==> config.mk <==
export PLATFORM = sky130hd
export DESIGN_NAME = pwl_front
export DESIGN_NICKNAME = d
export VERILOG_FILES = /design/src/rtl/core/pwl_pkg.sv /design/src/rtl/core/pwl_front.sv
export SDC_FILE = /design/constraint.sdc
export NUM_CORES = 1
export LEC_CHECK = 0
export ABC_AREA = 1
export BUFFER_PORTS_ARGS = -buffer_cell sky130_fd_sc_hd__buf_4
export CAP_MARGIN = 20
export CORE_MARGIN = 2
export CORE_UTILIZATION = 56
export DETAILED_ROUTE_END_ITERATION = 8
export PLACE_DENSITY = 0.85
export SYNTH_ARGS = -nofsm -noshare
export SYNTH_HDL_FRONTEND = slang
export SYNTH_SLANG_ARGS = --single-unit
==> constraint.sdc <==
create_clock -name clk_i -period 9.1 [get_ports clk_i]
set_input_delay 0 -clock clk_i [delete_from_list [all_inputs] [get_ports clk_i]]
set_output_delay 0 -clock clk_i [all_outputs]
set_load 0.05 [all_outputs]
==> src/rtl/core/pwl_pkg.sv <==
package pwl_pkg;

  localparam int unsigned PosW   = 24;
  localparam int unsigned LevW   = 32;
  localparam int unsigned CfgW   = 7;
  localparam int unsigned SlotW  = 6;
  localparam int unsigned FracW  = 16;

  typedef enum logic {
    CMD_LOAD  = 1'b0,
    CMD_QUERY = 1'b1
  } cmd_e;

  typedef struct packed {
    cmd_e             cmd;
    logic [SlotW-1:0] slot;
    logic [PosW-1:0]  position;
    logic [LevW-1:0]  level;
  } req_t;

endpackage

==> src/rtl/core/pwl_front.sv <==
module pwl_front (
  input  logic         clk_i,
  input  logic         rst_ni,
  input  logic         in_valid_i,
  input  pwl_pkg::req_t in_req_i,
  output logic         in_ready_o,
  output logic         q_valid_o,
  output pwl_pkg::req_t q_req_o,
  input  logic         q_pop_i
);
  import pwl_pkg::*;

  // two-entry request queue between front and back
  req_t        mem_q [2];
  logic [1:0]  cnt_q, cnt_d;
  logic        wr_q, rd_q;
  logic        push;

  assign in_ready_o = (cnt_q != 2'd2);
  assign push       = in_valid_i && in_ready_o;
  assign q_valid_o  = (cnt_q != 2'd0);
  assign q_req_o    = mem_q[rd_q];

  always_comb begin
    cnt_d = cnt_q;
    if (push && !(q_pop_i && q_valid_o)) begin
      cnt_d = cnt_q + 2'd1;
    end else if (!push && q_pop_i && q_valid_o) begin
      cnt_d = cnt_q - 2'd1;
    end
  end

  always_ff @(posedge clk_i or negedge rst_ni) begin
    if (!rst_ni) begin
      cnt_q <= '0;
      wr_q  <= 1'b0;
      rd_q  <= 1'b0;
    end else begin
      cnt_q <= cnt_d;
      if (push) begin
        wr_q <= ~wr_q;
      end
      if (q_pop_i && q_valid_o) begin
        rd_q <= ~rd_q;
      end
    end
  end

  always_ff @(posedge clk_i) begin
    if (push) begin
      mem_q[wr_q] <= in_req_i;
    end
  end

endmodule

==> results.md <==
* Clock share of power at 25.9%
* Hold WS at 213 ps
* RSZ-0062 raised after global routing: false
* Kind of critical path: reg2out
* Post-synthesis mux area share at 0%
* Worst setup EP type: output port
* Psw at 1100 uW
* Syn Nets at 426
* Post-CTS Setup Inserts at 0
* Combinational fraction of design power at 41.4%
* Die area at 0.00939 mm2
* Clk_lat worst skew at 510 ps
* CP Max Fanout at 64
* Post-synthesis cell type count at 14
* Hold/Removal Path Class: in2reg
* Core area at 0.00830 mm2
* Pint at 1540 uW
* H-tree Lvls at 4
* Synth Cell Area at 0.00483 mm2
* Synth top area share at 78.3%
* Drt first pass iters at 5
* Clk slew on worst S/H paths at 60 ps
* Crit path DAT at 2530 ps
* Drt drc at 0
* Initial core utilization at 58.2%
* Crit path cell chain: inv_2 -> nand2_1 -> nand2_1 -> buf_4
* CTS Buf Count at 17
* # clock sinks at 130
* Final WL at 11400 um
* CTS Root Cell: clkbuf_8
* Routed Antenna Nets at 0
* Final core utilization at 86.0%
* Maximum VDD drop at 0.322 mV
* Max_cap viols at 0
* P per Cell Area at 369 mW/mm2
* DR vias/cell at 5.00
* Worst Path Required at 9100 ps
* Setup TNS at 0 ps
* Synth area leaders: edfxtp_1 78%, nand2_1 15%, dfrtp_1 2.1%
* Synth Area in Adders at 0%
* HPWL after detailed placement at 5800 um
* Finish-stage setup viols at 0
* Post-synthesis simple-gate area fraction at 16.2%
* Worst path most repeated cell: nand2_1
* Leakage power at 0.00306 uW
* PostCTS Resize Cnt at 0
* Register area share after synthesis at 80.4%
* Die span in x at 96.9 um
* Area leader, netlist: edfxtp_1
* Die Y at 96.9 um
* Final GP Congestion at 0.736
* Final Cycle Share at 27.8%
* Final WS setup at 6570 ps
* Synth Warn # at 0
* GRT Util Overall at 24.6%
* Share of cells above drive strength 1 at 28.9%
* Wire per inst at 16.6 um
* Hold Fails Final Rpt at 0
* DP Area at 0.00586 mm2
* Top Ports at 132
* CP Launch Type: register
* Synth Area in Compound Gates at 0.518%
* Status: finished, final reports clean
* Buffers added on ports at 131
* Xor/xnor share of the synthesized area at 0%
* Largest net degree at the start of global routing at 66
* Post-place setup slack at 6630 ps
* Global-route wire length before repair at 17500 um
* Vias in the first global route at 3534
* CP max-delay cell: inv_2
* Largest family of logic cells by synthesized area: simple AND/OR/NAND/NOR gates
* Switching share of power at 41.7%
* Min cycle time layout at 2530 ps
* DRT iter0 DRCs at 226
* Hold-fix buffers at CTS at 67
* Cells after Synth at 359
* Final Max Slew Viols at 0
* Seq cells post-synth at 130
* Area Overhead vs Synth at 47.7%
* Initial antenna violation count at 1
* Row count at 33
* Syn_area_per_cell at 13.5 um2
* CTS max path bufs at 2
* Total grt overflow at 0
* Slew HR at 29.2%
* Total number of vias at 3420
* Sequential power share at 32.7%
* Max incr delay on CP at 850 ps
* Nets@finish at 633
* Worst Clk Skew at 13.0 ps
* Fmax achieved at 395 MHz
* Slew @ Worst Pin at 1060 ps
* Fin area at 0.00714 mm2
* CTS tree: done
-- Yosys cell counts (all sizes together) --
master,number
clkbuf,6
nand2,194
nand3,3
o21ai,3
inv,6
a21oi,2
edfxtp,126
buf,7
nor2,8
dfrtp,4
-- power groups by stage --
stage	Combinational [uW]	Clock, uW	Sequential, uW
5_1_grt	1150	712	873
3_3_place_gp	1010	0	887
4_1_cts	1050	676	882
2_1_floorplan	779	0	850
3_5_place_dp	1030	0	894
6_report	1090	681	862
-- final cells by class --
cell class                 instances  area, um2
clock inverter                    11        163
clock buffer                      20        425
multi-input combinational        210        818
sequential                       130       3880
fill                             359       1160
timing repair buffer             201       1690
inverter                           6       22.5
tap                              105        131
antenna                            1       2.50
-- flip-flops by register name, summed over array words and instances (netlist names) --
register  cells
wr_q          1
rd_q          1
mem_q       126
cnt_q         2
-- worst paths after layout --
check                          endpoint  depth (start not counted)         from  slack [ps]
setup / recovery            q_req_o[62]                          4         rd_q        6570
hold / removal              mem_q[1][4]                          2  in_req_i[4]         210
setup reg to reg           mem_q[0][53]                          5     cnt_q[0]        6830
hold reg to reg                cnt_q[1]                          1     cnt_q[1]         590
max in group asynchronous          rd_q                          3       rst_ni        8500
min in group asynchronous          rd_q                          3       rst_ni         410
-- layout by cell type (no fill, tap or decap), types with 2 or more instances in the layout --
cell type	instances
nand2_2	2
clkbuf_16	16
nor2_4	2
edfxtp_1	126
clkbuf_1	3
buf_4	133
nor2_1	6
a21oi_1	2
clkinv_2	3
o21ai_0	3
clkinvlp_4	2
nand2_1	192
nand3_1	3
dfrtp_1	3
inv_1	5
bufinv_16	4
dlygate4sd3_1	67
-- logic make-up after synthesis --
kind of cell    after synthesis
flops                       130
buf+inv                      19
compound gates                5
simple gates                205
-- layer usage --
| layer | global-route usage, % | vias up | routed length, um |
|---|---|---|---|
| met4 | 10.6 | 0 | 250 |
| met5 | 0 | - | 0 |
| met2 | 42.9 | 204 | 6030 |
| met1 | 29.4 | 1570 | 4190 |
| met3 | 5.64 | 19 | 893 |
| li1 | - | 1627 | - |
-- critical path, delay by kind of cell (launching register included) --
family / cells / cell delay (ps)
buffers and inverters: 2 / 1060
AND/OR/NAND/NOR: 2 / 340
flip-flops: 1 / 600
-- through the flow --
step | instances | total power [uW]
6_report | 684 | 2630
3_3_place_gp | 584 | 1900
2_1_floorplan | 359 | 1630
5_1_grt | 684 | 2730
4_1_cts | 682 | 2610
3_5_place_dp | 584 | 1920
Note: power is estimated with default switching activity, not from simulation.
